`config.mk`:
```
export PLATFORM = sky130hd
export DESIGN_NAME = serial_packet_deframer_top
export DESIGN_NICKNAME = d
export VERILOG_FILES = /design/src/hdl/spd_pkg.sv /design/src/hdl/spd_frame.sv /design/src/hdl/spd_tx_seq.sv /design/src/hdl/serial_packet_deframer_top.sv
export SDC_FILE = /design/constraint.sdc
export NUM_CORES = 1
export LEC_CHECK = 0
export BUFFER_PORTS_ARGS = -buffer_cell sky130_fd_sc_hd__buf_4
export CAP_MARGIN = 40
export CORE_AREA = 8 8 105 107
export CTS_CLUSTER_SIZE = 20
export DETAILED_ROUTE_END_ITERATION = 6
export DIE_AREA = 0 0 113 115
export HOLD_SLACK_MARGIN = 0.05
export PLACE_DENSITY = 0.6
export REMOVE_ABC_BUFFERS = 1
export SLEW_MARGIN = 15
export SYNTH_ARGS = -nofsm -noshare
export SYNTH_HDL_FRONTEND = slang
export SYNTH_SLANG_ARGS = --single-unit
```
`constraint.sdc`:
```
create_clock -name clk -period 3.21 [get_ports clk]
set_input_delay 0.321 -clock clk [delete_from_list [all_inputs] [get_ports clk]]
set_output_delay 0.321 -clock clk [all_outputs]
set_load 0.02 [all_outputs]
```
`src/hdl/spd_pkg.sv`:
```
package spd_pkg;

  // Operation codes of an input transaction
  localparam logic OP_BYTE    = 1'b0;
  localparam logic OP_RELEASE = 1'b1;

  // Type byte codes following the header
  localparam logic [7:0] TYPE_HEARTBEAT = 8'h00;
  localparam logic [7:0] TYPE_PACKET    = 8'h01;

  // Heartbeat trailer byte
  localparam logic [7:0] HEARTBEAT_TAIL = 8'h00;

  // Configuration register indexes and reset values
  localparam int unsigned CFG_IDX_W = 1;
  localparam logic [CFG_IDX_W-1:0] CFG_HEADER_FIRST  = 1'b0;
  localparam logic [CFG_IDX_W-1:0] CFG_HEADER_SECOND = 1'b1;
  localparam logic [7:0] HEADER_FIRST_RST  = 8'h4E;
  localparam logic [7:0] HEADER_SECOND_RST = 8'h52;

  // Header match progress codes
  localparam logic [1:0] HDR_NONE  = 2'd0;
  localparam logic [1:0] HDR_FIRST = 2'd1;
  localparam logic [1:0] HDR_BOTH  = 2'd2;

  // Heartbeat reply beat codes
  localparam logic [1:0] BEAT_FIRST  = 2'd0;
  localparam logic [1:0] BEAT_SECOND = 2'd1;
  localparam logic [1:0] BEAT_TAIL   = 2'd2;

  // Kind of result burst produced by one input transaction
  typedef enum logic [1:0] {
    KIND_NONE,
    KIND_STORE,
    KIND_TYPE,
    KIND_HEARTBEAT
  } kind_t;

  // Result burst handed from the framer to the output sequencer
  typedef struct packed {
    kind_t      kind;
    logic [7:0] byte_a;    // captured byte, or first header byte of a heartbeat
    logic [7:0] byte_b;    // second header byte of a heartbeat
    logic [7:0] index;     // index of the captured byte
    logic       complete;  // captured byte completes the packet
  } burst_t;

endpackage

```
`src/hdl/spd_frame.sv`:
```
module spd_frame (
  input  logic                          clk,
  input  logic                          rst_n,
  // input transactions
  input  logic                          in_valid,
  output logic                          in_ready,
  input  logic                          in_operation,
  input  logic [7:0]                    in_rx_byte,
  // configuration writes
  input  logic                          cfg_valid,
  input  logic [spd_pkg::CFG_IDX_W-1:0] cfg_index,
  input  logic [7:0]                    cfg_data,
  // result bursts
  output logic                          burst_valid,
  input  logic                          burst_ready,
  output spd_pkg::burst_t               burst
);

  logic       in_full_r;
  logic       op_r;
  logic [7:0] byte_r;

  logic [7:0] header_first_r;
  logic [7:0] header_second_r;

  logic [1:0] hdr_r, hdr_nxt;
  logic       capturing_r, capturing_nxt;
  logic       done_r, done_nxt;
  logic [7:0] widx_r, widx_nxt;
  logic [7:0] len_r, len_nxt;

  spd_pkg::burst_t burst_nxt;
  logic            take;

  // Consume the held transaction when it has no result or the sequencer takes it
  assign take        = in_full_r && ((burst_nxt.kind == spd_pkg::KIND_NONE) || burst_ready);
  assign in_ready    = !in_full_r || take;
  assign burst_valid = in_full_r && (burst_nxt.kind != spd_pkg::KIND_NONE);
  assign burst       = burst_nxt;

  // Hold the incoming transaction
  always_ff @(posedge clk) begin
    if (!rst_n) begin
      in_full_r <= 1'b0;
    end else if (in_valid && in_ready) begin
      in_full_r <= 1'b1;
    end else if (take) begin
      in_full_r <= 1'b0;
    end
  end

  always_ff @(posedge clk) begin
    if (in_valid && in_ready) begin
      op_r   <= in_operation;
      byte_r <= in_rx_byte;
    end
  end

  // Configuration registers
  always_ff @(posedge clk) begin
    if (!rst_n) begin
      header_first_r  <= spd_pkg::HEADER_FIRST_RST;
      header_second_r <= spd_pkg::HEADER_SECOND_RST;
    end else if (cfg_valid) begin
      unique case (cfg_index)
        spd_pkg::CFG_HEADER_FIRST:  header_first_r  <= cfg_data;
        spd_pkg::CFG_HEADER_SECOND: header_second_r <= cfg_data;
        default: ;
      endcase
    end
  end

  // Decode the held transaction into next framing state and a result burst
  always_comb begin
    hdr_nxt       = hdr_r;
    capturing_nxt = capturing_r;
    done_nxt      = done_r;
    widx_nxt      = widx_r;
    len_nxt       = len_r;
    burst_nxt     = '0;
    burst_nxt.kind = spd_pkg::KIND_NONE;

    if (op_r == spd_pkg::OP_RELEASE) begin
      done_nxt = 1'b0;
    end else if (done_r) begin
      // drop bytes until release
    end else if (capturing_r) begin
      if (widx_r == 8'd0) begin
        len_nxt = byte_r;
      end
      burst_nxt.kind     = spd_pkg::KIND_STORE;
      burst_nxt.byte_a   = byte_r;
      burst_nxt.index    = widx_r;
      burst_nxt.complete = (widx_r != 8'd0) && (widx_r == len_r);
      if (burst_nxt.complete) begin
        capturing_nxt = 1'b0;
        done_nxt      = 1'b1;
      end
      widx_nxt = widx_r + 8'd1;
    end else if ((hdr_r == spd_pkg::HDR_NONE) && (byte_r == header_first_r)) begin
      hdr_nxt = spd_pkg::HDR_FIRST;
    end else if ((hdr_r == spd_pkg::HDR_FIRST) && (byte_r == header_second_r)) begin
      hdr_nxt = spd_pkg::HDR_BOTH;
    end else if (hdr_r == spd_pkg::HDR_BOTH) begin
      hdr_nxt = spd_pkg::HDR_NONE;
      if (byte_r == spd_pkg::TYPE_HEARTBEAT) begin
        burst_nxt.kind   = spd_pkg::KIND_HEARTBEAT;
        burst_nxt.byte_a = header_first_r;
        burst_nxt.byte_b = header_second_r;
      end else begin
        if (byte_r == spd_pkg::TYPE_PACKET) begin
          widx_nxt      = 8'd0;
          capturing_nxt = 1'b1;
        end
        burst_nxt.kind = spd_pkg::KIND_TYPE;
      end
    end else begin
      // mismatch: restart header search
      hdr_nxt = spd_pkg::HDR_NONE;
    end
  end

  // Advance framing state when the transaction is consumed
  always_ff @(posedge clk) begin
    if (!rst_n) begin
      hdr_r       <= spd_pkg::HDR_NONE;
      capturing_r <= 1'b0;
      done_r      <= 1'b0;
      widx_r      <= 8'd0;
      len_r       <= 8'd0;
    end else if (take) begin
      hdr_r       <= hdr_nxt;
      capturing_r <= capturing_nxt;
      done_r      <= done_nxt;
      widx_r      <= widx_nxt;
      len_r       <= len_nxt;
    end
  end

endmodule

```
`src/hdl/spd_tx_seq.sv`:
```
module spd_tx_seq (
  input  logic            clk,
  input  logic            rst_n,
  // result bursts
  input  logic            burst_valid,
  output logic            burst_ready,
  input  spd_pkg::burst_t burst,
  // result transactions
  output logic            out_valid,
  input  logic            out_ready,
  output logic            out_tx_valid,
  output logic [7:0]      out_tx_byte,
  output logic            out_store_valid,
  output logic [7:0]      out_store_index,
  output logic [7:0]      out_store_byte,
  output logic            out_package_complete,
  output logic            out_failsafe_reset,
  output logic            out_last
);

  logic            busy_r;
  spd_pkg::burst_t burst_r;
  logic [1:0]      beat_r;
  logic            fire;
  logic            last_beat;

  assign fire      = busy_r && out_ready;
  assign last_beat = (burst_r.kind != spd_pkg::KIND_HEARTBEAT) ||
                     (beat_r == spd_pkg::BEAT_TAIL);
  assign burst_ready = !busy_r || (fire && last_beat);
  assign out_valid   = busy_r;

  // Load a new burst or step through the heartbeat beats
  always_ff @(posedge clk) begin
    if (!rst_n) begin
      busy_r <= 1'b0;
      beat_r <= spd_pkg::BEAT_FIRST;
    end else if (burst_valid && burst_ready) begin
      busy_r <= 1'b1;
      beat_r <= spd_pkg::BEAT_FIRST;
    end else if (fire) begin
      if (last_beat) begin
        busy_r <= 1'b0;
      end else begin
        beat_r <= beat_r + 2'd1;
      end
    end
  end

  always_ff @(posedge clk) begin
    if (burst_valid && burst_ready) begin
      burst_r <= burst;
    end
  end

  // Drive the result fields for the current beat
  always_comb begin
    out_tx_valid         = 1'b0;
    out_tx_byte          = 8'd0;
    out_store_valid      = 1'b0;
    out_store_index      = 8'd0;
    out_store_byte       = 8'd0;
    out_package_complete = 1'b0;
    out_failsafe_reset   = 1'b0;
    out_last             = last_beat;
    unique case (burst_r.kind)
      spd_pkg::KIND_STORE: begin
        out_store_valid      = 1'b1;
        out_store_index      = burst_r.index;
        out_store_byte       = burst_r.byte_a;
        out_package_complete = burst_r.complete;
      end
      spd_pkg::KIND_TYPE: begin
        out_failsafe_reset = 1'b1;
      end
      spd_pkg::KIND_HEARTBEAT: begin
        out_tx_valid       = 1'b1;
        out_failsafe_reset = (beat_r == spd_pkg::BEAT_FIRST);
        case (beat_r)
          spd_pkg::BEAT_FIRST:  out_tx_byte = burst_r.byte_a;
          spd_pkg::BEAT_SECOND: out_tx_byte = burst_r.byte_b;
          default:              out_tx_byte = spd_pkg::HEARTBEAT_TAIL;
        endcase
      end
      default: ;
    endcase
  end

endmodule

```
`src/hdl/serial_packet_deframer_top.sv`:
```
// Serial packet deframer: takes received bytes (in_operation = 0) or a release
// command (in_operation = 1), finds the two configurable header bytes and the
// type byte, and reports a heartbeat reply (three results), a fail-safe pulse,
// or one result per captured packet byte with its index. A transaction enters
// an input register, is decoded combinationally and is registered in an
// output sequencer that drives the result. Captured bytes and type bytes
// sustain one transaction per cycle while the result channel is ready; a
// heartbeat holds the sequencer until its three reply bytes are taken. A
// transaction with no result (header bytes, dropped bytes, releases) is taken
// without waiting on the output. Configuration writes are always accepted
// (cfg_ready is high) and must only be issued while the block is idle.
module serial_packet_deframer_top (
  input  logic                          clk,
  input  logic                          rst_n,
  // input channel
  input  logic                          in_valid,
  output logic                          in_ready,
  input  logic                          in_operation,
  input  logic [7:0]                    in_rx_byte,
  // configuration channel
  input  logic                          cfg_valid,
  output logic                          cfg_ready,
  input  logic [spd_pkg::CFG_IDX_W-1:0] cfg_index,
  input  logic [7:0]                    cfg_data,
  // result channel
  output logic                          out_valid,
  input  logic                          out_ready,
  output logic                          out_tx_valid,
  output logic [7:0]                    out_tx_byte,
  output logic                          out_store_valid,
  output logic [7:0]                    out_store_index,
  output logic [7:0]                    out_store_byte,
  output logic                          out_package_complete,
  output logic                          out_failsafe_reset,
  output logic                          out_last
);

  logic            burst_valid;
  logic            burst_ready;
  spd_pkg::burst_t burst;

  assign cfg_ready = 1'b1;

  spd_frame u_frame (
    .clk         (clk),
    .rst_n       (rst_n),
    .in_valid    (in_valid),
    .in_ready    (in_ready),
    .in_operation(in_operation),
    .in_rx_byte  (in_rx_byte),
    .cfg_valid   (cfg_valid),
    .cfg_index   (cfg_index),
    .cfg_data    (cfg_data),
    .burst_valid (burst_valid),
    .burst_ready (burst_ready),
    .burst       (burst)
  );

  spd_tx_seq u_tx_seq (
    .clk                 (clk),
    .rst_n               (rst_n),
    .burst_valid         (burst_valid),
    .burst_ready         (burst_ready),
    .burst               (burst),
    .out_valid           (out_valid),
    .out_ready           (out_ready),
    .out_tx_valid        (out_tx_valid),
    .out_tx_byte         (out_tx_byte),
    .out_store_valid     (out_store_valid),
    .out_store_index     (out_store_index),
    .out_store_byte      (out_store_byte),
    .out_package_complete(out_package_complete),
    .out_failsafe_reset  (out_failsafe_reset),
    .out_last            (out_last)
  );

endmodule

```
Yosys cells after proc, flatten, opt, wreduce, memory -nomap -nowiden
Index checks and enable logic that the tools add are counted.
Widths: inputs -> output; s select.
{"block": "totals", "ff_bits": 76, "elab_cells": 123, "out_inout_bits": 32, "inputBits": 23}
{"block": "op_classes", "n_mux": 42, "bitwise_logic": 8, "n_addsub": 2, "n_eq_ne": 15, "reduce_logical": 39}
{"operator": "$mux 8", "n": 10}
{"operator": "$mux 18", "n": 3}
{"operator": "$mux 27", "n": 2}
{"operator": "$eq 8x8->1", "n": 3}
{"operator": "$mux 1", "n": 20}
{"operator": "$logic_not 8->1", "n": 2}
{"operator": "$mux 16", "n": 1}
{"operator": "$pmux 8 s2", "n": 1}
{"operator": "$reduce_bool 2->1", "n": 6}
{"operator": "$mux 10", "n": 1}
{"operator": "$logic_and 1x1->1", "n": 9}
{"operator": "$mux 9", "n": 1}
{"operator": "$add 8x1->8 const B", "n": 1}
{"operator": "$eq 2x2->1 const B", "n": 4}
{"operator": "$eq 8x1->1 const B", "n": 1}
{"operator": "$not 1->1", "n": 8}
{"operator": "$reduce_and 2->1", "n": 4}
{"operator": "$reduce_and 8->1", "n": 1}
{"operator": "$reduce_bool 8->1", "n": 1}
{"operator": "$reduce_or 7->1", "n": 1}
{"operator": "$eq 2x1->1 const B", "n": 3}
{"operator": "$logic_not 2->1", "n": 3}
{"operator": "$ne 2x1->1 const B", "n": 3}
{"operator": "$reduce_and 5->1", "n": 1}
{"operator": "other kinds (10)", "n": 16}

Longest topological paths before layout
{"block": "depth", "word_depth": 14, "mapped_depth": 8, "mapped_depth_nobuf": 7}

Hierarchy
Synthesis repeated with hierarchy kept, for this count alone.
{"block": "unflattened", "hier_cells": 373, "hier_area_um2": 3752.3}
{"mod": "spd_frame", "area_each_um2": 2493.6, "n_inst": 1, "seq_area_each_um2": 1011.0, "cells_per_inst": 278}
{"mod": "spd_tx_seq", "area_each_um2": 1247.4, "n_inst": 1, "seq_area_each_um2": 870.8, "cells_per_inst": 93}
{"mod": "serial_packet_deframer_top", "area_each_um2": 11.3, "n_inst": 1, "seq_area_each_um2": 0.0, "cells_per_inst": 2}

Worst setup path after synthesis
No wires, ideal clock.
{"block": "synth_timing", "path_kind": "flip-flop to flip-flop", "start": "register u_tx_seq.beat_r[0]", "end": "register u_tx_seq.burst_r[0] (netlist bit), enable pin", "stages_incl_launch_ff": 6, "period_less_slack_ps": 2668, "t_arrival_ps": 2257, "n_path_buf": 0, "path_slack_ps": 542, "setup_time_ps": 411, "required_ps": 2799, "path_cell_list": "dfxtp_1 inv_1 ha_1 and4b_1 or2_2 nor2_1"}
{"block": "synth_between", "elab_chain_cells": 5}
{"item": "start: declaration", "line": "spd_tx_seq.sv:23", "rtl": "logic [1:0] beat_r;"}
{"item": "start signal: assignment", "line": "spd_tx_seq.sv:37", "rtl": "beat_r <= spd_pkg::BEAT_FIRST;"}
{"item": "start signal: assignment", "line": "spd_tx_seq.sv:40", "rtl": "beat_r <= spd_pkg::BEAT_FIRST;"}
{"item": "start signal: assignment", "line": "spd_tx_seq.sv:45", "rtl": "beat_r <= beat_r + 2'd1;"}
{"item": "$eq 2x2->1", "line": "spd_tx_seq.sv:29", "rtl": "(beat_r == spd_pkg::BEAT_TAIL);"}
{"item": "$logic_or 1x1->1", "line": "spd_tx_seq.sv:28", "rtl": "assign last_beat = (burst_r.kind != spd_pkg::KIND_HEARTBEAT) ||"}
{"item": "$logic_and 1x1->1", "line": "spd_tx_seq.sv:30", "rtl": "assign burst_ready = !busy_r || (fire && last_beat);"}
{"item": "$logic_or 1x1->1", "line": "spd_tx_seq.sv:30"}
{"item": "$logic_and 1x1->1", "line": "spd_tx_seq.sv:51", "rtl": "if (burst_valid && burst_ready) begin"}
{"item": "end signal: assignment", "line": "spd_tx_seq.sv:52", "rtl": "burst_r <= burst;"}
{"item": "end: declaration", "line": "spd_tx_seq.sv:22", "rtl": "spd_pkg::burst_t burst_r;"}
No other way between the ends.
A chain may end at the register's enable or synchronous reset.

Worst setup path in the final report
{"block": "layout_timing", "start": "register u_frame.op_r", "end": "output port in_ready"}
{"block": "layout_between", "elab_chain_cells": 5}
{"item": "start: declaration", "line": "spd_frame.sv:20", "rtl": "logic op_r;"}
{"item": "start signal: assignment", "line": "spd_frame.sv:54", "rtl": "op_r <= in_operation;"}
{"item": "$mux 27", "line": "spd_frame.sv:83", "rtl": "if (op_r == spd_pkg::OP_RELEASE) begin"}
{"item": "$logic_not 2->1", "line": "spd_frame.sv:36", "rtl": "assign take = in_full_r && ((burst_nxt.kind == spd_pkg::KIND_NONE) || burst_ready);"}
{"item": "$logic_or 1x1->1", "line": "spd_frame.sv:36"}
{"item": "$logic_and 1x1->1", "line": "spd_frame.sv:36"}
{"item": "$logic_or 1x1->1", "line": "spd_frame.sv:37", "rtl": "assign in_ready = !in_full_r || take;"}
{"item": "end: declaration", "line": "serial_packet_deframer_top.sv:17", "rtl": "output logic in_ready,"}
No other way between the ends.

==> metrics.txt <==
DRT Pass-1 Iters 6; global placement routability congestion 0.8233; Post-CTS Setup Bufs 0; num ports 55; Slowest Stage Delay on Critical Path 0.46 ns; first-pass GRT wire length 13,110 microns; die height 115 microns; Final Hold Slack 0.1434 ns; Yosys top cell by area edfxtp_1; R2R Path Start u_frame.capturing_r$_SDFFE_PN0P_; IO Port Bufs 53; Max-slew headroom 0.4780; clock transition at the registers of the reported paths 0.07 ns; WL per Instance 15.59 microns; Hold Startpoint in_rx_byte[3]; Hold Crit Endpoint u_frame.byte_r[3]$_DFFE_PP_; hpwl dp 6235 microns; Worst Clk Skew 0.006467 ns; Resized cells post-CTS 0; dpl cell area 0.004091 sq mm; CP Max Fanout 5; number of synthesized flops with an enable pin 36; Tmin final 2.489 ns; Setup crit start kind register; 1st-iter DRT viols 137; top-count cell post-synth nand2_1; final core utilization 0.4529; power per cell area 433.9 mW/mm^2; post-route ant nets 0; CP required 2.89 ns; Peak Freq 401.7 MHz; final wirelength 8184 microns; ys async rst share 0; Reg2Reg Depth 5; number of unique standard cell types used by synthesis 46; Arr. time, crit path 2.17 ns; die width 113 microns; # setup viols final 0; number of remaining DRC errors 0; depth of the CTS H-tree 3; Avg Inst Size Synth 10.06 sq um; fin crit share 0.7755; worst path cell trace nor3b_1, o21ai_0, nor2_1, inv_1, buf_4; CTS tree yes; Seq/Total Area, Yosys 0.5195; hold path depth 1; Via density 5.084; Root Buffer clkbuf_8; worst slew pin tran 0.7815 ns; WS Path Type register to primary output; Worst path top cell family by delay simple AND/OR/NAND/NOR gates; Vias 2,669; crit path max-delay cell type edfxtp_1; Worst setup EP type primary output; Buf+Inv Stages, Crit Path 2; register bit total from synthesis 76; setup ws final 0.7206 ns; Post-Synthesis Cell Area 0.003622 sq mm; antenna violations before repair 0; pre-CTS setup slack 0.9512 ns; Tot GR Track Use 0.1283; final net count 435; R2R Setup Slk 0.92 ns; max cap viols 0; synthesized instance count 360; Final Non-Filler Cells 525; P_leak 1.718 nW; CTS Hold Buffers Added 0; final hold vios 0; clk buf depth 2; CP Launch Point u_frame.op_r$_DFFE_PP_; Initial Utilization 0.3829; setup TNS 0 ns; final instance area 0.004284 sq mm; largest net degree at the start of global routing 28; synth warn 0; number of instances in the placed design 510; Crit path depth 5; RSZ-0062 raised after global routing false; Worst VDD drop 294.9 uV; synth top area cells edfxtp_1, dfxtp_1, xor2_1, and2_1, nand2_1; Total Die Area 0.01300 sq mm; Pins Over Slew Limit 0; layout cells sized above 1 0.1873; Yosys top cell area share 0.2984; reg2reg end u_frame.len_r[4]$_SDFFE_PN0P_; main flop type after synthesis dfxtp_1; clk sink count 76; grt total ovfl 0; Hold Path Class input port to register; Total Power 1.859 mW; ANT cells 0; area delta synth->final 18.27%; status finished, final reports clean; Core Box Area 0.009459 sq mm; Num CTS Buffers 9; Skew-Pair Late Insertion Delay 0.35 ns; Row Count 36; number of global-route vias before repair 2,567; Post-synth top cells nand2_1, dfxtp_1, edfxtp_1, nor2_1, xor2_1
cells by family after synthesis:
family / synth area share
flip-flops: 0.5195
adder cells (fa/ha/maj): 0.01727
other: 0.001035
XOR/XNOR: 0.07254
AO/OA/AOI/OAI: 0.1033
multiplexers: 0.02211
AND/OR/NAND/NOR: 0.2304
buffers and inverters: 0.03385
cells in the final DEF, fill, tap and decap left out, types with 6 or more instances in the layout:
cell type / count
inv_1: 8
buf_4: 55
xor2_1: 27
nand3_1: 10
nor3_1: 8
clkbuf_8: 11
a21oi_1: 16
and2_1: 26
o21ai_0: 6
nor2_1: 33
mux2i_1: 8
nand2_1: 41
dfxtp_1: 40
a22o_1: 8
edfxtp_1: 36
a22oi_1: 8
nor2b_1: 6
and3_1: 11
how the worst max path moves through the flow:
stage                                              to  slack (ns)
floorplan           u_tx_seq.burst_r[0]$_SDFFCE_PP0P_        0.54
global placement        u_frame.len_r[1]$_SDFFE_PN0P_        0.96
detailed placement      u_frame.len_r[4]$_SDFFE_PN0P_        0.95
CTS                                          in_ready        0.71
global route                                 in_ready        0.62
finish                                       in_ready        0.72
power by group:
group          total, mW  leakage [nW]  internal (mW)  switching [mW]
Clock              0.720        0.0972          0.396           0.324
Sequential          1.05         0.627           1.03          0.0267
Combinational     0.0859         0.994         0.0390          0.0468
cell type report:
cell class / instances / area (sq um)
clock buffer: 13 / 158.9
clock inverter: 2 / 33.78
fill: 913 / 5175
inverter: 9 / 33.78
multi-input combinational: 256 / 1620
sequential: 76 / 1882
tap: 114 / 142.6
timing repair buffer: 55 / 412.9
routing by layer:
metal	GRT usage	up-vias	wire [microns]
li1	-	1353	-
met1	0.1705	1232	4001
met2	0.1925	75	3578
met3	0.02994	9	459
met4	0.06217	0	145
met5	0	-	0
sequential cells by signal, summed over array words and instances, names as in the netlist:
| signal | flops |
|---|---|
| u_frame.header_first_r | 8 |
| u_frame.byte_r | 8 |
| u_frame.in_full_r | 1 |
| u_frame.len_r | 8 |
| u_frame.op_r | 1 |
| u_frame.capturing_r | 1 |
| u_frame.widx_r | 8 |
| u_tx_seq.burst_r | 27 |
| u_frame.header_second_r | 8 |
| u_tx_seq.out_valid | 1 |
| u_tx_seq.beat_r | 2 |
| u_frame.done_r | 1 |
| u_frame.hdr_r | 2 |
Power figures use the tool's default switching activity.
